## src/design/fasu_pkg.sv

```systemverilog
`default_nettype none
// ----------------------------------------------------------------------------
// fasu_pkg
// Shared constants, operation codes and leading-one helpers for the
// binary16 add and scale unit.
// ----------------------------------------------------------------------------
package fasu_pkg;

    typedef enum logic [0:0] {
        OP_ADD   = 1'b0,
        OP_SCALE = 1'b1
    } op_t;

    localparam logic [0:0]  REG_SCALE_IDX  = 1'b0;
    localparam logic [31:0] SCALE_RESET    = 32'h3F80_0000;
    localparam logic [14:0] HALF_QNAN_MAG  = 15'h7E00;
    localparam logic [14:0] HALF_INF_MAG   = 15'h7C00;
    localparam logic [15:0] HALF_INF_CODE  = 16'h7C00;
    localparam logic [10:0] SINGLE_BIAS_SUM = 11'd175;

    // Index of the most significant set bit of a 35-bit word.
    function automatic logic [5:0] msb_idx35(input logic [34:0] v);
        logic [5:0] idx;
        begin
            idx = 6'd0;
            for (int i = 0; i < 35; i++)
            begin
                if (v[i])
                begin
                    idx = 6'(i);
                end
            end
            return idx;
        end
    endfunction

    // Index of the most significant set bit of a 41-bit word.
    function automatic logic [5:0] msb_idx41(input logic [40:0] v);
        logic [5:0] idx;
        begin
            idx = 6'd0;
            for (int i = 0; i < 41; i++)
            begin
                if (v[i])
                begin
                    idx = 6'(i);
                end
            end
            return idx;
        end
    endfunction

endpackage
`default_nettype wire

```

## src/design/fp16_add_scale_unit_top.sv

```systemverilog
`default_nettype none
// ----------------------------------------------------------------------------
// fp16_add_scale_unit_top
// Binary16 adder and fp32-scale multiplier, four register stages deep.
// ----------------------------------------------------------------------------
// Order: the edge that accepts an item loads the decode stage; the add or
// normalize, round and output registers follow, and the result is then
// shown in m_axis_tdata.
// Throughput: one item per cycle unless stalled; each stage holds only while the
// one after it is full and stalled, so back-pressure costs no bubbles.
// Reset: rst_n clears all valid bits asynchronously and sets scale_reg
// to 1.0; payload registers are not reset.
module fp16_add_scale_unit_top (
    input  wire logic        clk,
    input  wire logic        rst_n,
    // Input stream.
    input  wire logic        s_axis_tvalid,
    output      logic        s_axis_tready,
    input  wire logic [31:0] s_axis_tdata,   // [15:0] operand_a, [31:16] operand_b
    input  wire logic [0:0]  s_axis_tuser,   // [0] operation
    input  wire logic        s_axis_tlast,   // is_last
    // Output stream.
    output      logic        m_axis_tvalid,
    input  wire logic        m_axis_tready,
    output      logic [15:0] m_axis_tdata,   // [15:0] result
    output      logic        m_axis_tlast,   // last_out
    // Configuration port.
    input  wire logic        psel,
    input  wire logic        penable,
    input  wire logic        pwrite,
    input  wire logic [2:0]  paddr,
    input  wire logic [31:0] pwdata,
    output      logic [31:0] prdata,
    output      logic        pready
);
    import fasu_pkg::*;

    // ------------------------------------------------------------------
    // Configuration register. Only the word index in paddr[2] is decoded.
    // ------------------------------------------------------------------
    logic [31:0] scale_reg;
    logic        cfg_wr;

    assign pready = 1'b1;
    assign cfg_wr = psel && penable && pwrite && pready && (paddr[2] == REG_SCALE_IDX);
    assign prdata = (paddr[2] == REG_SCALE_IDX) ? scale_reg : 32'd0;

    always_ff @(posedge clk or negedge rst_n)
    begin
        if (!rst_n)
        begin
            scale_reg <= SCALE_RESET;
        end
        else if (cfg_wr)
        begin
            scale_reg <= pwdata;
        end
    end

    // ------------------------------------------------------------------
    // Stage enables. A stage moves when it is empty or the next one moves.
    // ------------------------------------------------------------------
    logic v1_reg, v2_reg, v3_reg, out_valid_reg;
    logic en1, en2, en3, en4;

    assign en4 = !out_valid_reg || m_axis_tready;
    assign en3 = !v3_reg || en4;
    assign en2 = !v2_reg || en3;
    assign en1 = !v1_reg || en2;
    assign s_axis_tready = en1;

    // ------------------------------------------------------------------
    // Stage 1: decode both formats, catch special operands, align the add
    // operands to a common fixed point (units of 2^-24) and form the
    // 11 x 24 significand product for scale mode.
    // ------------------------------------------------------------------
    logic [15:0] op_a, op_b;
    logic [4:0]  a_exp, b_exp;
    logic [10:0] a_sig, b_sig;
    logic [7:0]  s_exp;
    logic [23:0] s_sig;
    logic        a_nan, b_nan, a_inf, b_inf, a_zero;
    logic        s_nan, s_inf, s_zero, mul_sign;
    logic [39:0] ma_next, mb_next;
    logic [34:0] prod_next;
    logic [8:0]  esum_next;
    logic        spec_next;
    logic [15:0] spec_res_next;

    assign op_a  = s_axis_tdata[15:0];
    assign op_b  = s_axis_tdata[31:16];
    assign a_exp = op_a[14:10];
    assign b_exp = op_b[14:10];
    assign a_sig = {(a_exp != 5'd0), op_a[9:0]};
    assign b_sig = {(b_exp != 5'd0), op_b[9:0]};
    assign s_exp = scale_reg[30:23];
    assign s_sig = {(s_exp != 8'd0), scale_reg[22:0]};

    assign a_nan  = (a_exp == 5'h1F) && (op_a[9:0] != 10'd0);
    assign b_nan  = (b_exp == 5'h1F) && (op_b[9:0] != 10'd0);
    assign a_inf  = (a_exp == 5'h1F) && (op_a[9:0] == 10'd0);
    assign b_inf  = (b_exp == 5'h1F) && (op_b[9:0] == 10'd0);
    assign a_zero = (op_a[14:0] == 15'd0);
    assign s_nan  = (s_exp == 8'hFF) && (scale_reg[22:0] != 23'd0);
    assign s_inf  = (s_exp == 8'hFF) && (scale_reg[22:0] == 23'd0);
    assign s_zero = (scale_reg[30:0] == 31'd0);
    assign mul_sign = op_a[15] ^ scale_reg[31];

    // Subnormals take the weight of exponent one without the hidden bit.
    assign ma_next = 40'(a_sig) << ((a_exp == 5'd0) ? 5'd0 : (a_exp - 5'd1));
    assign mb_next = 40'(b_sig) << ((b_exp == 5'd0) ? 5'd0 : (b_exp - 5'd1));
    assign prod_next = 35'(a_sig) * 35'(s_sig);
    assign esum_next = 9'((a_exp == 5'd0) ? 5'd1 : a_exp)
                     + 9'((s_exp == 8'd0) ? 8'd1 : s_exp);

    always_comb
    begin
        spec_next     = 1'b1;
        spec_res_next = 16'd0;
        if (s_axis_tuser == OP_ADD)
        begin
            priority if (a_nan)
                spec_res_next = {op_a[15], HALF_QNAN_MAG};
            else if (b_nan)
                spec_res_next = {op_b[15], HALF_QNAN_MAG};
            else if (a_inf && b_inf && (op_a[15] != op_b[15]))
                spec_res_next = {1'b0, HALF_QNAN_MAG};
            else if (a_inf)
                spec_res_next = {op_a[15], HALF_INF_MAG};
            else if (b_inf)
                spec_res_next = {op_b[15], HALF_INF_MAG};
            else
                spec_next = 1'b0;
        end
        else
        begin
            priority if (a_nan)
                spec_res_next = {op_a[15], HALF_QNAN_MAG};
            else if (s_nan)
                spec_res_next = {scale_reg[31], HALF_QNAN_MAG};
            else if ((a_inf && s_zero) || (s_inf && a_zero))
                spec_res_next = {1'b0, HALF_QNAN_MAG};
            else if (a_inf || s_inf)
                spec_res_next = {mul_sign, HALF_INF_MAG};
            else if (a_zero || s_zero)
                spec_res_next = {mul_sign, 15'd0};
            else
                spec_next = 1'b0;
        end
    end

    logic        op1_reg, last1_reg, spec1_reg, sa1_reg, sb1_reg, msign1_reg;
    logic [15:0] spec_res1_reg;
    logic [39:0] ma1_reg, mb1_reg;
    logic [34:0] prod1_reg;
    logic [8:0]  esum1_reg;

    // ------------------------------------------------------------------
    // Stage 2: signed-magnitude add of the aligned operands; leading-one
    // search and left normalization of the product.
    // ------------------------------------------------------------------
    logic [40:0] sum_next;
    logic        add_sign;
    logic [5:0]  prod_msb;
    logic [34:0] pn_next;
    logic signed [10:0] e2_next;

    always_comb
    begin
        if (sa1_reg == sb1_reg)
        begin
            sum_next = 41'(ma1_reg) + 41'(mb1_reg);
            add_sign = sa1_reg;
        end
        else if (ma1_reg >= mb1_reg)
        begin
            sum_next = 41'(ma1_reg - mb1_reg);
            add_sign = sa1_reg;
        end
        else
        begin
            sum_next = 41'(mb1_reg - ma1_reg);
            add_sign = sb1_reg;
        end
        // An exact zero sum is negative only when both addends are.
        if (sum_next == 41'd0)
        begin
            add_sign = sa1_reg && sb1_reg;
        end
    end

    assign prod_msb = msb_idx35(prod1_reg);
    assign pn_next  = prod1_reg << (6'd34 - prod_msb);
    assign e2_next  = signed'(11'(esum1_reg) + 11'(prod_msb) - SINGLE_BIAS_SUM);

    logic        op2_reg, last2_reg, spec2_reg, sgn2_reg;
    logic [15:0] spec_res2_reg;
    logic [40:0] sum2_reg;
    logic [34:0] pn2_reg;
    logic signed [10:0] e2_reg;

    // ------------------------------------------------------------------
    // Stage 3: find the half shift for the sum; round the product to an
    // fp32 significand (nearest even).
    // ------------------------------------------------------------------
    logic [5:0]  sum_msb;
    logic [4:0]  sh3_next;
    logic        f_inc;
    logic [24:0] m25;
    logic [23:0] m3_next;
    logic signed [10:0] e3_next;

    assign sum_msb  = msb_idx41(sum2_reg);
    assign sh3_next = (sum_msb >= 6'd10) ? 5'(sum_msb - 6'd10) : 5'd0;
    assign f_inc    = pn2_reg[10] && ((pn2_reg[9:0] != 10'd0) || pn2_reg[11]);
    assign m25      = {1'b0, pn2_reg[34:11]} + 25'(f_inc);
    assign m3_next  = m25[24] ? 24'h80_0000 : m25[23:0];
    assign e3_next  = m25[24] ? (e2_reg + 11'sd1) : e2_reg;

    logic        op3_reg, last3_reg, spec3_reg, sgn3_reg;
    logic [15:0] spec_res3_reg;
    logic [40:0] sum3_reg;
    logic [4:0]  sh3_reg;
    logic [23:0] m3_reg;
    logic signed [10:0] e3_reg;

    // ------------------------------------------------------------------
    // Stage 4: round to binary16 (nearest even), saturate to infinity.
    // ------------------------------------------------------------------
    logic [40:0] a_shifted, a_rem, a_half;
    logic [15:0] a_q0, a_q;
    logic        a_up;
    logic [14:0] add_mag;

    assign a_shifted = sum3_reg >> sh3_reg;
    assign a_rem     = sum3_reg & ((41'd1 << sh3_reg) - 41'd1);
    assign a_half    = (sh3_reg == 5'd0) ? 41'd0 : (41'd1 << (sh3_reg - 5'd1));
    assign a_q0      = 16'({sh3_reg, 10'd0}) + 16'(a_shifted[10:0]);
    assign a_up      = (sh3_reg != 5'd0)
                    && ((a_rem > a_half) || ((a_rem == a_half) && a_q0[0]));
    assign a_q       = a_q0 + 16'(a_up);
    assign add_mag   = (a_q >= HALF_INF_CODE) ? HALF_INF_MAG : a_q[14:0];

    logic signed [10:0] hex;
    logic [4:0]  m_sh;
    logic [14:0] m_base;
    logic [23:0] m_shifted, m_rem, m_half;
    logic [15:0] m_q0, m_q;
    logic        m_up;
    logic [14:0] mul_mag;

    assign hex       = e3_reg + 11'sd15;
    assign m_sh      = (hex >= 11'sd1) ? 5'd13 : 5'(11'sd14 - hex);
    assign m_base    = (hex >= 11'sd1) ? {5'(hex[4:0] - 5'd1), 10'd0} : 15'd0;
    assign m_shifted = m3_reg >> m_sh;
    assign m_rem     = m3_reg & ((24'd1 << m_sh) - 24'd1);
    assign m_half    = 24'd1 << (m_sh - 5'd1);
    assign m_q0      = 16'(m_base) + 16'(m_shifted[10:0]);
    assign m_up      = (m_rem > m_half) || ((m_rem == m_half) && m_q0[0]);
    assign m_q       = m_q0 + 16'(m_up);

    always_comb
    begin
        priority if (hex >= 11'sd31)
            mul_mag = HALF_INF_MAG;
        else if (hex < -11'sd10)
            mul_mag = 15'd0;
        else
            mul_mag = m_q[14:0];
    end

    logic [15:0] res_next;
    assign res_next = spec3_reg ? spec_res3_reg
                    : {sgn3_reg, (op3_reg == OP_ADD) ? add_mag : mul_mag};

    logic [15:0] out_data_reg;
    logic        out_last_reg;

    // ------------------------------------------------------------------
    // Valid bits.
    // ------------------------------------------------------------------
    always_ff @(posedge clk or negedge rst_n)
    begin
        if (!rst_n)
        begin
            v1_reg        <= 1'b0;
            v2_reg        <= 1'b0;
            v3_reg        <= 1'b0;
            out_valid_reg <= 1'b0;
        end
        else
        begin
            if (en1) v1_reg        <= s_axis_tvalid;
            if (en2) v2_reg        <= v1_reg;
            if (en3) v3_reg        <= v2_reg;
            if (en4) out_valid_reg <= v3_reg;
        end
    end

    // ------------------------------------------------------------------
    // Payload registers.
    // ------------------------------------------------------------------
    always_ff @(posedge clk)
    begin
        if (en1)
        begin
            op1_reg       <= s_axis_tuser[0];
            last1_reg     <= s_axis_tlast;
            spec1_reg     <= spec_next;
            spec_res1_reg <= spec_res_next;
            sa1_reg       <= op_a[15];
            sb1_reg       <= op_b[15];
            msign1_reg    <= mul_sign;
            ma1_reg       <= ma_next;
            mb1_reg       <= mb_next;
            prod1_reg     <= prod_next;
            esum1_reg     <= esum_next;
        end
        if (en2)
        begin
            op2_reg       <= op1_reg;
            last2_reg     <= last1_reg;
            spec2_reg     <= spec1_reg;
            spec_res2_reg <= spec_res1_reg;
            sgn2_reg      <= (op1_reg == OP_ADD) ? add_sign : msign1_reg;
            sum2_reg      <= sum_next;
            pn2_reg       <= pn_next;
            e2_reg        <= e2_next;
        end
        if (en3)
        begin
            op3_reg       <= op2_reg;
            last3_reg     <= last2_reg;
            spec3_reg     <= spec2_reg;
            spec_res3_reg <= spec_res2_reg;
            sgn3_reg      <= sgn2_reg;
            sum3_reg      <= sum2_reg;
            sh3_reg       <= sh3_next;
            m3_reg        <= m3_next;
            e3_reg        <= e3_next;
        end
        if (en4)
        begin
            out_data_reg  <= res_next;
            out_last_reg  <= last3_reg;
        end
    end

    assign m_axis_tvalid = out_valid_reg;
    assign m_axis_tdata  = out_data_reg;
    assign m_axis_tlast  = out_last_reg;

endmodule
`default_nettype wire

```

## config.mk

```make
export PLATFORM = sky130hd
export DESIGN_NAME = fp16_add_scale_unit_top
export DESIGN_NICKNAME = d
export VERILOG_FILES = /design/src/design/fasu_pkg.sv /design/src/design/fp16_add_scale_unit_top.sv
export SDC_FILE = /design/constraint.sdc
export NUM_CORES = 2
export LEC_CHECK = 0
export ABC_AREA = 1
export BUFFER_PORTS_ARGS = -buffer_cell sky130_fd_sc_hd__buf_2
export CAP_MARGIN = 30
export CORE_MARGIN = 2
export CORE_UTILIZATION = 40
export DETAILED_ROUTE_END_ITERATION = 8
export GPL_ROUTABILITY_DRIVEN = 0
export PLACE_DENSITY = 0.61
export SLEW_MARGIN = 40
export SYNTH_ARGS = -nofsm -noshare
export SYNTH_HDL_FRONTEND = slang
export SYNTH_SLANG_ARGS = --single-unit
```

## constraint.sdc

```tcl
create_clock -name clk -period 18.7 [get_ports clk]
set_input_delay 3.74 -clock clk [delete_from_list [all_inputs] [get_ports clk]]
set_output_delay 3.74 -clock clk [all_outputs]
set_load 0.03 [all_outputs]
```

# Word-level counts from Yosys, hierarchy flattened

Index checks and enable logic that the tools add are counted.

Register bits: 407
Latch bits: 0
Memory bits (writable): 0
Memory bits (read-only): 0
Bits of input ports: 76
Word-level logic and storage cells: 253
Memories kept: 0

$add $sub $neg: 23
Multipliers: 1
Divide/modulo/power cells: 0
Order comparisons: 8
Eq/ne operators: 7
Shifts and indexed selects: 9
Mux-type cells: 116
Bitwise operators: 4
Reductions and logical operators: 50

Operators by type and width:

| cell                                               | count |
|---|---|
| 2-to-1 mux 6 bit                                   | 72 |
| 2-to-1 mux 16 bit                                  | 12 |
| 2-to-1 mux 41 bit                                  | 3 |
| << shifter 1 x 5 -> 41 bit, first input constant   | 2 |
| subtractor 40 x 40 -> 41 bit                       | 2 |
| << shifter 11 x 5 -> 40 bit                        | 2 |
| 2-to-1 mux 15 bit                                  | 5 |
| << shifter 1 x 5 -> 24 bit, first input constant   | 2 |
| adder 40 x 40 -> 41 bit                            | 1 |
| AND 41 bit                                         | 1 |
| equality test 41 bit                               | 1 |
| > comparator 41 bit                                | 1 |
| logical NOT 41 bit                                 | 1 |
| >> shifter 41 x 5 -> 11 bit                        | 1 |
| subtractor 41 x 1 -> 41 bit, second input constant | 1 |
| >= comparator 40 bit                               | 1 |
| multiplier 11 x 24 -> 35 bit                       | 1 |
| << shifter 35 x 6 -> 35 bit                        | 1 |
| 2-to-1 mux 32 bit                                  | 1 |
| logical NOT 31 bit                                 | 1 |
| nonzero test 10 bit                                | 3 |
| adder 24 x 1 -> 25 bit                             | 1 |
| subtractor 5 x 1 -> 5 bit, second input constant   | 5 |
| AND 24 bit                                         | 1 |
| 42 further kinds                                   | 96 |

# Depth between registers and ports, before layout

Depth after elaboration: 41
Gate-level depth with buffers: 57
Mapped depth without buffers: 55

# Worst setup path after synthesis

OpenSTA, ideal clock, no wires.

Path type: input to output
From: input port m_axis_tready
To: output port s_axis_tready
Arrival time: 9276 ps
Required time: 14960 ps
Path slack: 5684 ps
Stages: 6
Buffers on the path: 0
Path through: nor2_1 -> inv_1 -> nor2_1 -> inv_1 -> nor2_1 -> nand2_1

Cells in the longest elaborated chain, start to end: 4

RTL lines:

| what               | RTL line                      | RTL |
|---|---|---|
| start: declaration | fp16_add_scale_unit_top.sv:24 | `input wire logic m_axis_tready,` |
| logical OR 1 bit   | fp16_add_scale_unit_top.sv:66 | `assign en4 = !out_valid_reg \|\| m_axis_tready;` |
| named net en4      | fp16_add_scale_unit_top.sv:64 | `logic en1, en2, en3, en4;` |
| logical OR 1 bit   | fp16_add_scale_unit_top.sv:67 | `assign en3 = !v3_reg \|\| en4;` |
| named net en3      | fp16_add_scale_unit_top.sv:64 |  |
| logical OR 1 bit   | fp16_add_scale_unit_top.sv:68 | `assign en2 = !v2_reg \|\| en3;` |
| logical OR 1 bit   | fp16_add_scale_unit_top.sv:69 | `assign en1 = !v1_reg \|\| en2;` |
| end: declaration   | fp16_add_scale_unit_top.sv:18 | `output logic s_axis_tready,` |

The timed path passes the listed nets, and every way through them passes these cells.

# Worst setup path in the final report

From: input port s_axis_tdata[4]
To: register prod1_reg[34], data pin

Cells in the longest elaborated chain, start to end: 1

RTL lines:

| what                         | RTL line                       | RTL |
|---|---|---|
| start: declaration           | fp16_add_scale_unit_top.sv:19  | `input wire logic [31:0] s_axis_tdata,` |
| multiplier 11 x 24 -> 35 bit | fp16_add_scale_unit_top.sv:112 | `assign prod_next = 35'(a_sig) * 35'(s_sig);` |
| named net prod_next[34]      | fp16_add_scale_unit_top.sv:85  | `logic [34:0] prod_next;` |
| end signal: assignment       | fp16_add_scale_unit_top.sv:316 | `prod1_reg <= prod_next;` |
| end: declaration             | fp16_add_scale_unit_top.sv:155 | `logic [34:0] prod1_reg;` |

The timed path passes the listed nets, and every way through them passes these cells.
A chain may end at the register's enable or synchronous reset.

==> impl_metrics.ini <==
[worst_setup_path]
path_class = in -> reg
cp_max_fo = 27
required_ns = 19.03
cp-end-kind = register
critPathLaunchType = primary input
r2r-end = m_axis_tdata[9]$_DFFE_PP_
reg2reg_slack_ns = 10.51
r2r_start = sh3_reg[0]$_SDFFCE_PN0P_
r2r_cells = 52
arrival_ns = 10.27

[worst_hold_path]
hold_class = reg -> reg
min_from = last1_reg$_DFFE_PP_
holdPathEnd = last2_reg$_DFFE_PP_
min_path_cells = 0

[cells_and_area]
final_nets = 6224
diodes = 0
layout-drive-gt1-share_pct = 5.485
finish.utilization_pct = 43.30
synthToLayoutAreaGrowth_pct = 7.810
final_area_sq_um = 43920

[clocking]
clock-sinks = 368
cts_buffer_depth = 3
ctsResizeCount = 0
post_cts_buffers = 0
cts_made_buffers = 45
hold_buffers = 0
cts_tree = yes
clk_pin_slew_worst_paths_ns = 0.06
cts_root_buf = clkbuf_16
cts_htree_levels = 2
insertion_delay_ns = 0.60

[detailed_routing]
postRouteAntennaNets = 0
wl_um = 116300
route.detailed.drc = 0
drtIter0Drc = 3469
firstDrtPassIters = 8
routed_via_density = 5.233
route.detailed.wl_per_inst_um = 16.49
num_vias = 36923

[sta]
rsz0062_at_grt = false
post-route-period-util_pct = 53.14
setup_slack_ns = 8.763
report.final.slew_viol_count = 0
worst_pin_slew_ns = 0.8112
period_needed_ns = 9.937
fmax_ghz = 0.1006
slew_headroom_pct = 45.46
fin_skew_ns = 0.02362
tns_ns = 0
setup_viol = 0
finalHoldViolCount = 0

[synthesis]
synth_area_per_cell_sq_um = 7.174
netlist_area_sq_um = 40740
ys_warn_count = 0
seq_area_frac_synth_pct = 26.70
async_flop_share_pct = 9.783
synthFlopType = edfxtp_1
ys_ff_latch = 368
synthCells = 5679
synth.distinct_cells = 72
synth-edff-count = 332

[floorplan]
rows = 117
die_x_um = 323.1
die_area_sq_um = 104400
core_sq_um = 101400
start_util_pct = 40.16
top_level_ports = 128
fp.dieH_um = 323.1

[status]
status = completed

[grt]
grt_pass1_wl_um = 185300
overflow = 0
grt_start_max_net_pins = 88
antenna_found_initial = 3
grt_usage_pct = 22.19
grt_pass1_vias = 34681

[job]
maxCapViolations = 0

[placement]
dp_slack_ns = 8.233
dpl.hpwl_um = 92860
io_buffers = 124
place_area_sq_um = 42380
[synthesized netlist by cell type, types with 13 or more instances]
master    count  area (sq um)
a211oi_1     13         97.59
a21o_1       17         127.6
a21oi_1     369          1847
a31oi_1      25         156.4
buf_1        20         75.07
buf_2        33         165.2
clkbuf_1    163         611.8
dfrtp_1      29         725.7
edfxtp_1    332          9970
fa_1        202          4044
ha_1        293          3666
inv_1       939          3525
inv_2        13         48.80
mux2i_1      26         260.3
nand2_1    1194          4482
nand3_1     412          2062
nand4_1      53         331.6
nor2_1      621          2331
nor3_1       59         295.3
nor4_1       34         212.7
o211ai_1     20         150.1
o21a_1       21         157.7
o21ai_0     354          1772
o21ai_1      35         175.2
o22ai_1      20         125.1
xnor2_1      30         262.8
xor2_1      166          1454
[per-stage QoR]
stage	hold slack, ns	cells
after floorplan	0.4003	5680
after global placement	0.4027	6974
after detailed placement	0.4052	6974
after CTS	0.4066	7056
after global routing	0.4169	7056
final	0.4065	7056
[how the worst max path moves through the flow]
stage                                from                      end  depth (start not counted)
after global routing      s_axis_tdata[4]  prod1_reg[34]$_DFFE_PP_                         24
after global placement    s_axis_tdata[4]  prod1_reg[34]$_DFFE_PP_                         24
after floorplan             m_axis_tready            s_axis_tready                          6
final                     s_axis_tdata[4]  prod1_reg[34]$_DFFE_PP_                         24
after detailed placement  s_axis_tdata[4]  prod1_reg[34]$_DFFE_PP_                         24
after CTS                 s_axis_tdata[4]  prod1_reg[34]$_DFFE_PP_                         24
[layout make-up]
cell class | instances | area, sq um
sequential | 368 | 10880
clock buffer | 54 | 1221
timing repair buffer | 154 | 853.3
tap | 1368 | 1712
fill | 10402 | 57530
clock inverter | 28 | 316.6
inverter | 964 | 3622
multi-input combinational | 4120 | 25320
[cell usage in the layout, fill, tap and decap left out, drive strengths merged, types with 4 or more instances in the layout]
cell        n
nand3b      4
a211oi     13
mux2i      26
a21boi     11
nor4       34
xor2      166
buf       154
a22oi       4
nor3b       7
a21oi     371
a31oi      25
dfrtp      29
ha        293
clkbuf     54
o22ai      20
a21o       17
or2        14
o31ai      12
o221ai      7
a221o       4
bufinv      4
o21a       21
o211ai     20
xnor2      31
dfstp       7
nand2    1199
nor2      638
o21ai     395
inv       958
fa        202
o21bai     11
o2111ai     7
clkinv     27
nor3       63
and3        7
nand3     416
nand4      54
edfxtp    332
[cell families after synthesis]
kind of cell | after synthesis | share of synthesized area [%]
AND/OR/NAND/NOR | 2437 | 25.12
AO/OA/AOI/OAI | 962 | 13.12
multiplexers | 26 | 0.6388
other | 2 | 0.01843
flip-flops | 368 | 26.70
XOR/XNOR | 197 | 4.254
adder cells (fa/ha/maj) | 495 | 18.92
buffers and inverters | 1192 | 11.22
[worst max-delay path: stages]
cell and delay (ns):
buf_2 0.53, nand2_1 0.18, fa_1 0.57, inv_1 0.05, fa_1 0.49, inv_1 0.05
fa_1 0.47, inv_1 0.05, fa_1 0.50, fa_1 0.49, ha_1 0.36, nand2_1 0.06
o21ai_0 0.42, a21oi_1 0.19, o31ai_1 0.49, a21oi_1 0.20, o21ai_0 0.30, nand3_1 0.11
nand2_1 0.12, a21oi_1 0.10, o21ai_0 0.40, inv_1 0.08, o221ai_1 0.20, xor2_1 0.09
[per-layer routing]
layer	wire length, um	GRT usage, %	up-vias	part of all wire [%]
li1	-	-	18334	-
met1	54520	32.05	17064	47
met2	50080	34.66	1325	43
met3	8116	2.436	200	7.0
met4	3620	7.090	0	3.1
met5	0	0	-	0
Power is left out: the tool's default activity adds up to more than one toggle a clock period on the data nets, which glitch-free logic cannot reach.
